`config.mk`:
```
export PLATFORM = sky130hd
export DESIGN_NAME = ts_continuity_counter_restamper
export DESIGN_NICKNAME = d
export VERILOG_FILES = /design/src/rtl/tsccr_pkg.sv /design/src/rtl/tsccr_front.sv /design/src/rtl/tsccr_queue.sv /design/src/rtl/tsccr_back.sv /design/src/rtl/ts_continuity_counter_restamper.sv
export SDC_FILE = /design/constraint.sdc
export NUM_CORES = 1
export LEC_CHECK = 0
export BUFFER_PORTS_ARGS = -buffer_cell sky130_fd_sc_hd__buf_2
export CAP_MARGIN = 20
export CORE_MARGIN = 2
export CORE_UTILIZATION = 61
export DETAILED_ROUTE_END_ITERATION = 12
export GPL_TIMING_DRIVEN = 1
export HOLD_SLACK_MARGIN = 0.08
export PLACE_DENSITY = 0.83
export SYNTH_ARGS = -nofsm -noshare
export SYNTH_HDL_FRONTEND = slang
export SYNTH_HIERARCHICAL = 1
export SYNTH_SLANG_ARGS = --single-unit
```
`constraint.sdc`:
```
create_clock -name clk -period 5.9 [get_ports clk]
set_input_delay 0.295 -clock clk [delete_from_list [all_inputs] [get_ports clk]]
set_output_delay 0.295 -clock clk [all_outputs]
set_load 0.02 [all_outputs]
```
`src/rtl/tsccr_pkg.sv`:
```
// ----------------------------------------------------------------------------
// tsccr_pkg: shared types and constants of the TS continuity restamper
// Field widths, stream bus layout and the classified request that travels
// from the front stage through the queue to the back stage.
// ----------------------------------------------------------------------------
`default_nettype none

package tsccr_pkg;

    localparam int HDR_W   = 32;
    localparam int PID_W   = 13;
    localparam int CC_W    = 4;
    localparam int IDX_W   = 4;
    localparam int PID_LSB = 8;

    // Slave-side tdata layout, lowest bit first.
    localparam int HDR_LSB    = 0;
    localparam int REMAP_BIT  = HDR_LSB + HDR_W;
    localparam int SRC_LSB    = REMAP_BIT + 1;
    localparam int DST_LSB    = SRC_LSB + PID_W;
    localparam int EIDX_LSB   = DST_LSB + PID_W;
    localparam int EPID_LSB   = EIDX_LSB + IDX_W;
    localparam int EVALID_BIT = EPID_LSB + PID_W;
    localparam int ECNT_LSB   = EVALID_BIT + 1;
    localparam int S_FIELDS_W = ECNT_LSB + CC_W;
    localparam int S_TDATA_W  = ((S_FIELDS_W + 7) / 8) * 8;

    localparam int M_TDATA_W  = HDR_W;
    localparam int M_TUSER_W  = 2;

    // Output tuser bit positions.
    localparam int PID_RW_BIT = 0;
    localparam int CC_RW_BIT  = 1;

    // Request kind codes carried in tuser.
    localparam logic FUNC_LOAD    = 1'b0;
    localparam logic FUNC_RESTAMP = 1'b1;

    // Queue between front and back stages.
    localparam int QUEUE_DEPTH = 2;
    localparam int QUEUE_PTR_W = 1;
    localparam int QUEUE_CNT_W = 2;

    typedef struct packed {
        logic             is_load;
        logic             lookup;
        logic             pid_rw;
        logic [PID_W-1:0] pid;
        logic [HDR_W-1:0] header;
        logic [IDX_W-1:0] entry_index;
        logic [PID_W-1:0] entry_pid;
        logic             entry_valid;
        logic [CC_W-1:0]  entry_counter;
        logic             eob;
    } item_t;

endpackage

`default_nettype wire

```
`src/rtl/tsccr_front.sv`:
```
// ----------------------------------------------------------------------------
// tsccr_front: request classifier
// Unpacks a stream request, applies the PID remap and decides whether the
// back stage must look the PID up in the stream table.
// ----------------------------------------------------------------------------
`default_nettype none

module tsccr_front (
    input  wire logic [tsccr_pkg::S_TDATA_W-1:0] s_tdata,
    input  wire logic                            s_tuser,
    input  wire logic                            s_tlast,
    output tsccr_pkg::item_t                     item
);
    import tsccr_pkg::*;

    logic [HDR_W-1:0] hdr;
    logic             remap;
    logic [PID_W-1:0] src_pid;
    logic [PID_W-1:0] dst_pid;
    logic [PID_W-1:0] hdr_pid;

    assign hdr     = s_tdata[HDR_LSB +: HDR_W];
    assign remap   = s_tdata[REMAP_BIT];
    assign src_pid = s_tdata[SRC_LSB +: PID_W];
    assign dst_pid = s_tdata[DST_LSB +: PID_W];
    assign hdr_pid = hdr[PID_LSB +: PID_W];

    always_comb
    begin
        item               = '0;
        item.entry_index   = s_tdata[EIDX_LSB +: IDX_W];
        item.entry_pid     = s_tdata[EPID_LSB +: PID_W];
        item.entry_valid   = s_tdata[EVALID_BIT];
        item.entry_counter = s_tdata[ECNT_LSB +: CC_W];
        item.eob           = s_tlast;
        item.header        = hdr;
        item.pid           = hdr_pid;

        if (s_tuser == FUNC_LOAD)
        begin
            item.is_load = 1'b1;
        end
        else if (remap)
        begin
            // Only packets of the source PID are touched when remapping.
            if (hdr_pid == src_pid)
            begin
                item.header[PID_LSB +: PID_W] = dst_pid;
                item.pid    = dst_pid;
                item.pid_rw = 1'b1;
                item.lookup = 1'b1;
            end
        end
        else
        begin
            item.lookup = 1'b1;
        end
    end

endmodule

`default_nettype wire

```
`src/rtl/tsccr_queue.sv`:
```
// ----------------------------------------------------------------------------
// tsccr_queue: short request queue
// A small FIFO of classified requests that decouples the front stage from
// the back stage.
// ----------------------------------------------------------------------------
`default_nettype none

module tsccr_queue (
    input  wire logic         clk,
    input  wire logic         rst_n,
    input  wire logic         push,
    input  tsccr_pkg::item_t  push_item,
    output logic              full,
    input  wire logic         pop,
    output logic              head_valid,
    output tsccr_pkg::item_t  head_item
);
    import tsccr_pkg::*;

    item_t                  slots_reg [QUEUE_DEPTH];
    logic [QUEUE_PTR_W-1:0] wr_ptr_reg;
    logic [QUEUE_PTR_W-1:0] rd_ptr_reg;
    logic [QUEUE_CNT_W-1:0] count_reg;
    logic                   do_push;
    logic                   do_pop;

    assign full       = (count_reg == QUEUE_CNT_W'(QUEUE_DEPTH));
    assign head_valid = (count_reg != '0);
    assign head_item  = slots_reg[rd_ptr_reg];
    assign do_push    = push && !full;
    assign do_pop     = pop && head_valid;

    always_ff @(posedge clk)
    begin
        if (do_push)
        begin
            slots_reg[wr_ptr_reg] <= push_item;
        end
    end

    always_ff @(posedge clk or negedge rst_n)
    begin
        if (!rst_n)
        begin
            wr_ptr_reg <= '0;
            rd_ptr_reg <= '0;
            count_reg  <= '0;
        end
        else
        begin
            if (do_push)
            begin
                wr_ptr_reg <= wr_ptr_reg + QUEUE_PTR_W'(1);
            end
            if (do_pop)
            begin
                rd_ptr_reg <= rd_ptr_reg + QUEUE_PTR_W'(1);
            end
            if (do_push && !do_pop)
            begin
                count_reg <= count_reg + QUEUE_CNT_W'(1);
            end
            else if (do_pop && !do_push)
            begin
                count_reg <= count_reg - QUEUE_CNT_W'(1);
            end
        end
    end

endmodule

`default_nettype wire

```
`src/rtl/tsccr_back.sv`:
```
// ----------------------------------------------------------------------------
// tsccr_back: stream table and restamp stage
// Holds the associative PID table, performs loads and lookups and restamps
// the continuity counter into an output register.
// ----------------------------------------------------------------------------
`default_nettype none

module tsccr_back #(
    parameter int TABLE_ENTRIES = 16
) (
    input  wire logic                          clk,
    input  wire logic                          rst_n,
    input  wire logic                          head_valid,
    input  tsccr_pkg::item_t                   head_item,
    output logic                               pop,
    output logic                               m_tvalid,
    input  wire logic                          m_tready,
    output logic [tsccr_pkg::M_TDATA_W-1:0]    m_tdata,
    output logic [tsccr_pkg::M_TUSER_W-1:0]    m_tuser,
    output logic                               m_tlast
);
    import tsccr_pkg::*;

    logic [PID_W-1:0]         pid_reg   [TABLE_ENTRIES];
    logic [CC_W-1:0]          cnt_reg   [TABLE_ENTRIES];
    logic [TABLE_ENTRIES-1:0] valid_reg;

    logic [TABLE_ENTRIES-1:0] match;
    logic [TABLE_ENTRIES-1:0] first_hit;
    logic [CC_W-1:0]          sel_cnt;
    logic                     any_hit;
    logic                     stamp;

    logic                     out_valid_reg;
    logic [HDR_W-1:0]         hdr_out_reg;
    logic                     pid_rw_reg;
    logic                     cc_rw_reg;
    logic                     eob_reg;

    assign pop = head_valid && (!out_valid_reg || m_tready);

    always_comb
    begin
        for (int i = 0; i < TABLE_ENTRIES; i++)
        begin
            match[i] = valid_reg[i] && (pid_reg[i] == head_item.pid);
        end
        // Lowest matching slot wins.
        first_hit = match & (~match + TABLE_ENTRIES'(1));
        sel_cnt   = '0;
        for (int i = 0; i < TABLE_ENTRIES; i++)
        begin
            sel_cnt = sel_cnt | (first_hit[i] ? cnt_reg[i] : '0);
        end
        any_hit = |match;
        stamp   = !head_item.is_load && head_item.lookup && any_hit;
    end

    always_ff @(posedge clk or negedge rst_n)
    begin
        if (!rst_n)
        begin
            valid_reg <= '0;
            for (int i = 0; i < TABLE_ENTRIES; i++)
            begin
                pid_reg[i] <= '0;
                cnt_reg[i] <= '0;
            end
        end
        else if (pop)
        begin
            for (int i = 0; i < TABLE_ENTRIES; i++)
            begin
                if (head_item.is_load)
                begin
                    // Slots past the end of the table never compare equal.
                    if (int'(head_item.entry_index) == i)
                    begin
                        pid_reg[i]   <= head_item.entry_pid;
                        valid_reg[i] <= head_item.entry_valid;
                        cnt_reg[i]   <= head_item.entry_counter;
                    end
                end
                else if (stamp && first_hit[i])
                begin
                    cnt_reg[i] <= cnt_reg[i] + CC_W'(1);
                end
            end
        end
    end

    always_ff @(posedge clk or negedge rst_n)
    begin
        if (!rst_n)
        begin
            out_valid_reg <= 1'b0;
        end
        else if (pop)
        begin
            out_valid_reg <= 1'b1;
        end
        else if (m_tready)
        begin
            out_valid_reg <= 1'b0;
        end
    end

    always_ff @(posedge clk)
    begin
        if (pop)
        begin
            hdr_out_reg <= stamp ? {head_item.header[HDR_W-1:CC_W], sel_cnt}
                                 : head_item.header;
            pid_rw_reg  <= head_item.pid_rw;
            cc_rw_reg   <= stamp;
            eob_reg     <= head_item.eob;
        end
    end

    assign m_tvalid             = out_valid_reg;
    assign m_tdata              = hdr_out_reg;
    assign m_tuser[PID_RW_BIT]  = pid_rw_reg;
    assign m_tuser[CC_RW_BIT]   = cc_rw_reg;
    assign m_tlast              = eob_reg;

endmodule

`default_nettype wire

```
`src/rtl/ts_continuity_counter_restamper.sv`:
```
// ----------------------------------------------------------------------------
// ts_continuity_counter_restamper: MPEG TS header PID remap and CC restamp
// Rewrites the 4-byte header of each transport stream packet, optionally
// remapping one PID, and stamps the continuity counter from a PID table.
// ----------------------------------------------------------------------------
//
//  Channel  | Direction | Carries
//  ---------+-----------+-----------------------------------------------------
//  s_axis   | in        | load or restamp request, tlast = end of buffer
//  m_axis   | out       | rewritten header and rewrite flags, one per request
//
// Every request yields exactly one result. One request is accepted per clock
// cycle while s_axis_tready is high; the table lookup, the priority pick and
// the counter update happen in the same back stage cycle; a request passes
// through the queue write, then the back stage output register.
// Reset clears the table to all invalid and empties the queue and the output.
// A stall on m_axis fills the output register and then the two-entry queue
// before s_axis_tready drops; nothing is lost or repeated.
// ----------------------------------------------------------------------------
`default_nettype none

module ts_continuity_counter_restamper #(
    parameter int TABLE_ENTRIES = 16
) (
    input  wire logic                            clk,
    input  wire logic                            rst_n,

    input  wire logic                            s_axis_tvalid,
    output logic                                 s_axis_tready,
    // tdata, lowest bit first: header_word[31:0], remap_enable[32],
    // source_pid[45:33], dest_pid[58:46], entry_index[62:59],
    // entry_pid[75:63], entry_valid[76], entry_counter[80:77], zero padding.
    input  wire logic [tsccr_pkg::S_TDATA_W-1:0] s_axis_tdata,
    // tuser: func[0] (0 = load a table entry, 1 = restamp a packet header).
    input  wire logic                            s_axis_tuser,
    input  wire logic                            s_axis_tlast,

    output logic                                 m_axis_tvalid,
    input  wire logic                            m_axis_tready,
    // tdata: header_out[31:0].
    output logic [tsccr_pkg::M_TDATA_W-1:0]      m_axis_tdata,
    // tuser, lowest bit first: pid_rewritten[0], counter_rewritten[1].
    output logic [tsccr_pkg::M_TUSER_W-1:0]      m_axis_tuser,
    output logic                                 m_axis_tlast
);
    import tsccr_pkg::*;

    item_t front_item;
    item_t head_item;
    logic  queue_full;
    logic  head_valid;
    logic  pop;

    // The front stage classifies the request combinationally on its way
    // into the queue: remap decision, rewritten PID and lookup flag.
    tsccr_front u_front (
        .s_tdata (s_axis_tdata),
        .s_tuser (s_axis_tuser),
        .s_tlast (s_axis_tlast),
        .item    (front_item)
    );

    assign s_axis_tready = !queue_full;

    tsccr_queue u_queue (
        .clk        (clk),
        .rst_n      (rst_n),
        .push       (s_axis_tvalid),
        .push_item  (front_item),
        .full       (queue_full),
        .pop        (pop),
        .head_valid (head_valid),
        .head_item  (head_item)
    );

    // The back stage owns the table; requests reach it strictly in order, so
    // a counter advanced by one packet is seen by the very next one.
    tsccr_back #(
        .TABLE_ENTRIES (TABLE_ENTRIES)
    ) u_back (
        .clk        (clk),
        .rst_n      (rst_n),
        .head_valid (head_valid),
        .head_item  (head_item),
        .pop        (pop),
        .m_tvalid   (m_axis_tvalid),
        .m_tready   (m_axis_tready),
        .m_tdata    (m_axis_tdata),
        .m_tuser    (m_axis_tuser),
        .m_tlast    (m_axis_tlast)
    );

endmodule

`default_nettype wire
```
## Yosys cells after proc, flatten, opt, wreduce, memory -nomap -nowiden

Memories as Yosys holds them, arrays and structs flattened.
Index checks and enable logic that the tools add are counted.

- $add $sub $neg: 21
- Multiply operators: 0
- Divide/modulo/power cells: 0
- Order comparisons: 0
- Equality and inequality tests: 49
- Shift operators: 0
- Muxes and demuxes: 79
- Bitwise operators: 17
- Reduce and logical (&&, ||, !) cells: 98

Operators by type and width:

| kind | count |
|---|---|
| $mux 4 | 65 |
| $eq 13x13->1 | 17 |
| $reduce_and 3->1 | 32 |
| $add 4x1->4 const B | 16 |
| $or 4x4->4 | 15 |
| $logic_and 1x1->1 | 39 |
| $mux 13 | 3 |
| $reduce_bool 2->1 | 19 |
| $eq 4x4->1 const B | 8 |
| $ne 2x2->1 const B | 16 |
| $mux 15 | 2 |
| $add 16x1->16 const B | 1 |
| $and 16x16->16 | 1 |
| $eq 4x3->1 const B | 4 |
| $not 16->16 | 1 |
| $reduce_or 16->1 | 1 |
| $mux 14 | 1 |
| $eq 4x2->1 const B | 2 |
| $mux 1 | 6 |
| $logic_not 1->1 | 5 |
| $eq 4x1->1 const B | 1 |
| $logic_not 4->1 | 1 |
| $mux 2 | 2 |
| $add 1x1->1 const B | 2 |
| other kinds (4) | 4 |

- Bits in registers: 328
- Latch bits: 0
- Bits in writable memories: 142
- Bits in read-only memories: 0
- Output and inout bits: 37
- Memories kept: 1

Memories:

| name | depth | width | read ports | clocked after memory_dff | wr ports | line | RTL |
|---|---|---|---|---|---|---|---|
| u_queue.slots_reg | 2 | 71 | 1 | 0 | 1 | tsccr_queue.sv:20 | `item_t slots_reg [QUEUE_DEPTH];` |

## Logic depth before layout (Yosys ltp)

An unclocked memory read counts as a cell.

- Word-level depth: 23
- Mapped depth: 16

## Modules after synthesis

The synthesis kept the hierarchy.

Modules (own cells, without submodules):

| module | times used | cells an instance | area an instance (µm²) | sequential area each (µm²) |
|---|---|---|---|---|
| tsccr_back | 1 | 1404 | 16827.4 | 8282.9 |
| tsccr_queue | 1 | 240 | 5674.2 | 4364.2 |
| tsccr_front | 1 | 91 | 753.2 | 0.0 |
| ts_continuity_counter_restamper | 1 | 1 | 3.8 | 0.0 |

## Least setup slack after synthesis

OpenSTA, ideal clock, no wires.

- Path type: register -> register
- Start: reg u_queue.count_reg[0]
- End: mem u_queue/slots_reg[0][0] (netlist name) (enable)
- Library setup time: 500 ps
- Data arrival time: 3588 ps
- Required time: 5400 ps
- Slack: 1811 ps
- Cell stages (with the launch flop): 4
- Path buffers: 0
- Period minus slack after synthesis: 4089 ps
- Cells stage by stage: dfrtp_1 -> nand2b_1 -> nand2_1 -> nor2_1

- Longest elaborated chain between the ends: 5

RTL lines:

| item | line | RTL |
|---|---|---|
| start: declaration | tsccr_queue.sv:23 | `logic [QUEUE_CNT_W-1:0] count_reg;` |
| start signal: assignment | tsccr_queue.sv:61 | `count_reg <= count_reg + QUEUE_CNT_W'(1);` |
| start signal: assignment | tsccr_queue.sv:65 | `count_reg <= count_reg - QUEUE_CNT_W'(1);` |
| $eq 2x2->1 | tsccr_queue.sv:27 | `assign full = (count_reg == QUEUE_CNT_W'(QUEUE_DEPTH));` |
| $logic_not 1->1 | tsccr_queue.sv:30 | `assign do_push = push && !full;` |
| $logic_and 1x1->1 | tsccr_queue.sv:30 |  |
| $mux 1 | tsccr_queue.sv:35 | `if (do_push)` |
| $mux 1 (implied by the code) | tsccr_queue.sv:37 | `slots_reg[wr_ptr_reg] <= push_item;` |
| end: declaration | tsccr_queue.sv:20 |  |

No other way between the ends.

==> run metrics <==
CTS Buf Count=48; Max Fclk=206 MHz; routability cong.=0.863; clock skew=18.9 ps; Sequential Power Share=40.5%; total grt overflow=0; remaining antenna violation count=0; Clk pwr share=23.2%; WS Path Type=register to register; Cell Rows=71; FF-to-FF path depth=7; Slowest-stage cell, CP=dfrtp_4; Setup crit end kind=register; fillers=2,541; CTS clk-pin slew, worst paths=60 ps; total power draw=around 13,000 uW; P_leak=between 0.01 and 0.015 uW; die area=0.0397 mm^2; Num Clock Sinks=470; vias=14,645; drt wl/cell=23.3 um; Slew HR=26.4%; global-route wire length before repair=~85 mm; Residual DRC=0; WHS Path Cells=2; Die Wd=199 um; Max FO, Critical Path=56; Clk Latency, worst-skew pair=roughly 580 ps; required time worst endpoint=6350 ps; Slew Viols, Final=0; DRT iter0 DRCs=1,276; Post-Route WL=roughly 55 mm; CP Cell Sequence=buf_4 -> mux2_4 -> nand3_1 -> nor3b_1 -> nand3_1 -> o31a_1 -> mux2_1; EDFF count, synth=about 180; GRT Total Usage=28.5%; RSZ-0062 raised after global routing=no; Psw=4650 uW; area grow syn2layout=10.7%; post-synthesis sequential area ratio=between 50% and 60%; Area contributors post-synth=dfrtp_1 32%, edfxtp_1 23%, mux2_2 12%, xnor2_1 7.9%, mux2_4 4.5%; area leader, netlist=dfrtp_1; worst IR drop on VDD=0.392 mV; Crit path max-delay family=simple AND/OR/NAND/NOR gates; share of the synthesized area in the top cell type=31.5%; Core Area=approximately 0.038 mm^2; Max stage delay on crit path=~920 ps; maxcap violations=0; distinct cell type count after synthesis=78; Synth Instances=1,736; Synth Register Bits=470; Mapped Nets=approximately 1,800; clock buffer depth=3; Startpoint Class=register; Mean Syn Cell Area=13.4 um^2; status=finished clean; max reg flops=208; Yosys warnings=6; clk root buf=clkbuf_16; dpl hpwl=32.6 mm; post-layout min period=4860 ps; Initial Util=61.9%; largest net degree at the start of global routing=124; worst path bufs/invs=1; DR vias/cell=6.14; Worst path most repeated cell=nand3_1; share of layout cells above drive strength 1=31.3%; vias in the first global route=around 15,000; TNS Setup=0 ps; nets@finish=1,945; H-tree depth=2; fin crit share=82.3%; initial antenna violation count=1; IO Pins=131; ys flop type=dfrtp_1; Async S/R FF share, synth=62.3%; share of total power in combinational logic=36.3%; IO Port Bufs=123; Worst EP arrival=5300 ps; Die H=199 um; internal power=approximately 8400 uW; drt first pass iters=5; hold crit path type=primary input to register; TritonCTS clock tree=built; Pwr per Cell Area=a little over 500 mW/mm^2; Sw Share=35.6%; post-synthesis cell area=0.0233 mm^2; worst-margin pin slew=1100 ps; Setup violations, final=0; Final Hold Viols=0; cell count along the critical path=7
cells in the mapped netlist, types with 13 or more instances:
master	number
dfrtp_1	293
mux2_2	253
xnor2_1	211
edfxtp_1	177
nand2_1	83
buf_4	72
mux2_4	69
nand4_1	62
clkbuf_1	50
o21ai_0	48
nor2_1	41
nand3_1	36
a21oi_1	27
inv_1	21
nand2b_1	19
nor3_1	18
buf_6	17
ha_1	17
mux2i_1	15
nor4_1	15
a21boi_0	13
cells by family after synthesis:
family          share of synthesized area, %
flops                                   54.4
mux                                     17.4
simple gates                            8.09
xor+xnor                                8.48
compound gates                          5.52
buf+inv                                 5.22
fa+ha+maj                              0.915
metrics by stage:
stage | instances | worst slack [ps] | utilization (%) | hold WS, ps | instance area (um^2)
after floorplan | 1736 | 1810 | - | -0.591 | 23300
after global placement | 2240 | 1280 | 62.8 | 460 | 23600
after detailed placement | 2241 | 1190 | 62.9 | 460 | 23600
after CTS | 2383 | 1140 | 68.4 | 84.0 | 25700
after global routing | 2384 | 909 | 68.5 | 103 | 25700
final | 2385 | 1040 | 68.5 | 105 | 25700
per-layer routing:
metal	track usage (%)	wire, um
met5	0	0
met2	48.0	27300
met1	36.5	22200
met4	12.5	2270
met3	4.62	3620
power by group through the flow:
stage / logic (uW) / registers, uW / clock network, uW
finish: 4740 / 5290 / 3040
global route: 5030 / 5390 / 3200
CTS: 4680 / 5270 / 3070
detailed placement: 4610 / 5310 / 0
global placement: 4450 / 5240 / 0
floorplan: 3630 / 5220 / 0
area by class of cell:
cell class | count | area [um^2] | share of cell area (%)
antenna | 1 | 2.50 | 0.00972
clock buffer | 63 | 1300 | 5.04
clock inverter | 26 | 264 | 1.03
inverter | 21 | 78.8 | 0.306
multi-input combinational | 1092 | 9430 | 36.6
sequential | 470 | 12700 | 49.1
tap | 511 | 639 | 2.48
timing repair buffer | 201 | 1380 | 5.35
path summary, 6_finish.rpt:
check / startpoint / to / slack (ps)
worst min register to register: u_queue/count_reg[1] / u_queue/count_reg[1] / 500
worst max register to register: u_queue/rd_ptr_reg / u_back/cnt_reg[8] / 1040
min in group asynchronous: rst_n / u_back/pid_reg[92] / 350
worst max-delay path: u_queue/rd_ptr_reg / u_back/cnt_reg[8] / 1040
worst min-delay path: s_axis_tdata[50] / u_queue/slots_reg[0][35] / 100
max in group asynchronous: rst_n / u_back/cnt_reg[8] / 3960
cell usage in the layout, fill, tap and decap left out, types with 5 or more instances in the layout:
| cell type | Yosys | layout |
|---|---|---|
| nand2_1 | 83 | 83 |
| clkbuf_1 | 50 | 12 |
| a31o_2 | 8 | 8 |
| mux2i_1 | 15 | 15 |
| mux2_4 | 69 | 69 |
| o211ai_1 | 10 | 10 |
| buf_4 | 72 | 23 |
| a31oi_1 | 8 | 8 |
| xnor2_1 | 211 | 211 |
| ha_1 | 17 | 17 |
| nor2_1 | 41 | 40 |
| a21boi_0 | 13 | 13 |
| dlygate4sd3_1 | 0 | 53 |
| clkbuf_16 | 0 | 49 |
| nand3_1 | 36 | 36 |
| nor4_2 | 4 | 6 |
| or4_1 | 9 | 9 |
| dfrtp_1 | 293 | 292 |
| xor2_1 | 11 | 11 |
| and3_1 | 8 | 7 |
| nor2b_1 | 8 | 8 |
| o21ai_0 | 48 | 48 |
| nand2b_1 | 19 | 19 |
| nor4_1 | 15 | 13 |
| a21oi_1 | 27 | 27 |
| buf_2 | 4 | 122 |
| nand4_1 | 62 | 62 |
| clkinv_1 | 0 | 6 |
| edfxtp_1 | 177 | 177 |
| mux2_2 | 253 | 253 |
| o21a_1 | 11 | 11 |
| nor3_1 | 18 | 16 |
| inv_1 | 21 | 21 |
| bufinv_16 | 0 | 5 |
| clkinv_2 | 0 | 10 |
what timing repair did:
action                     4_1_cts  5_1_grt
hold endpoints to repair       233        0
setup endpoints to repair        0        0
hold buffers                    53        0
setup buffers                    0        0
resized for setup                0        0
No activity file was read; power rests on OpenSTA's default activity.
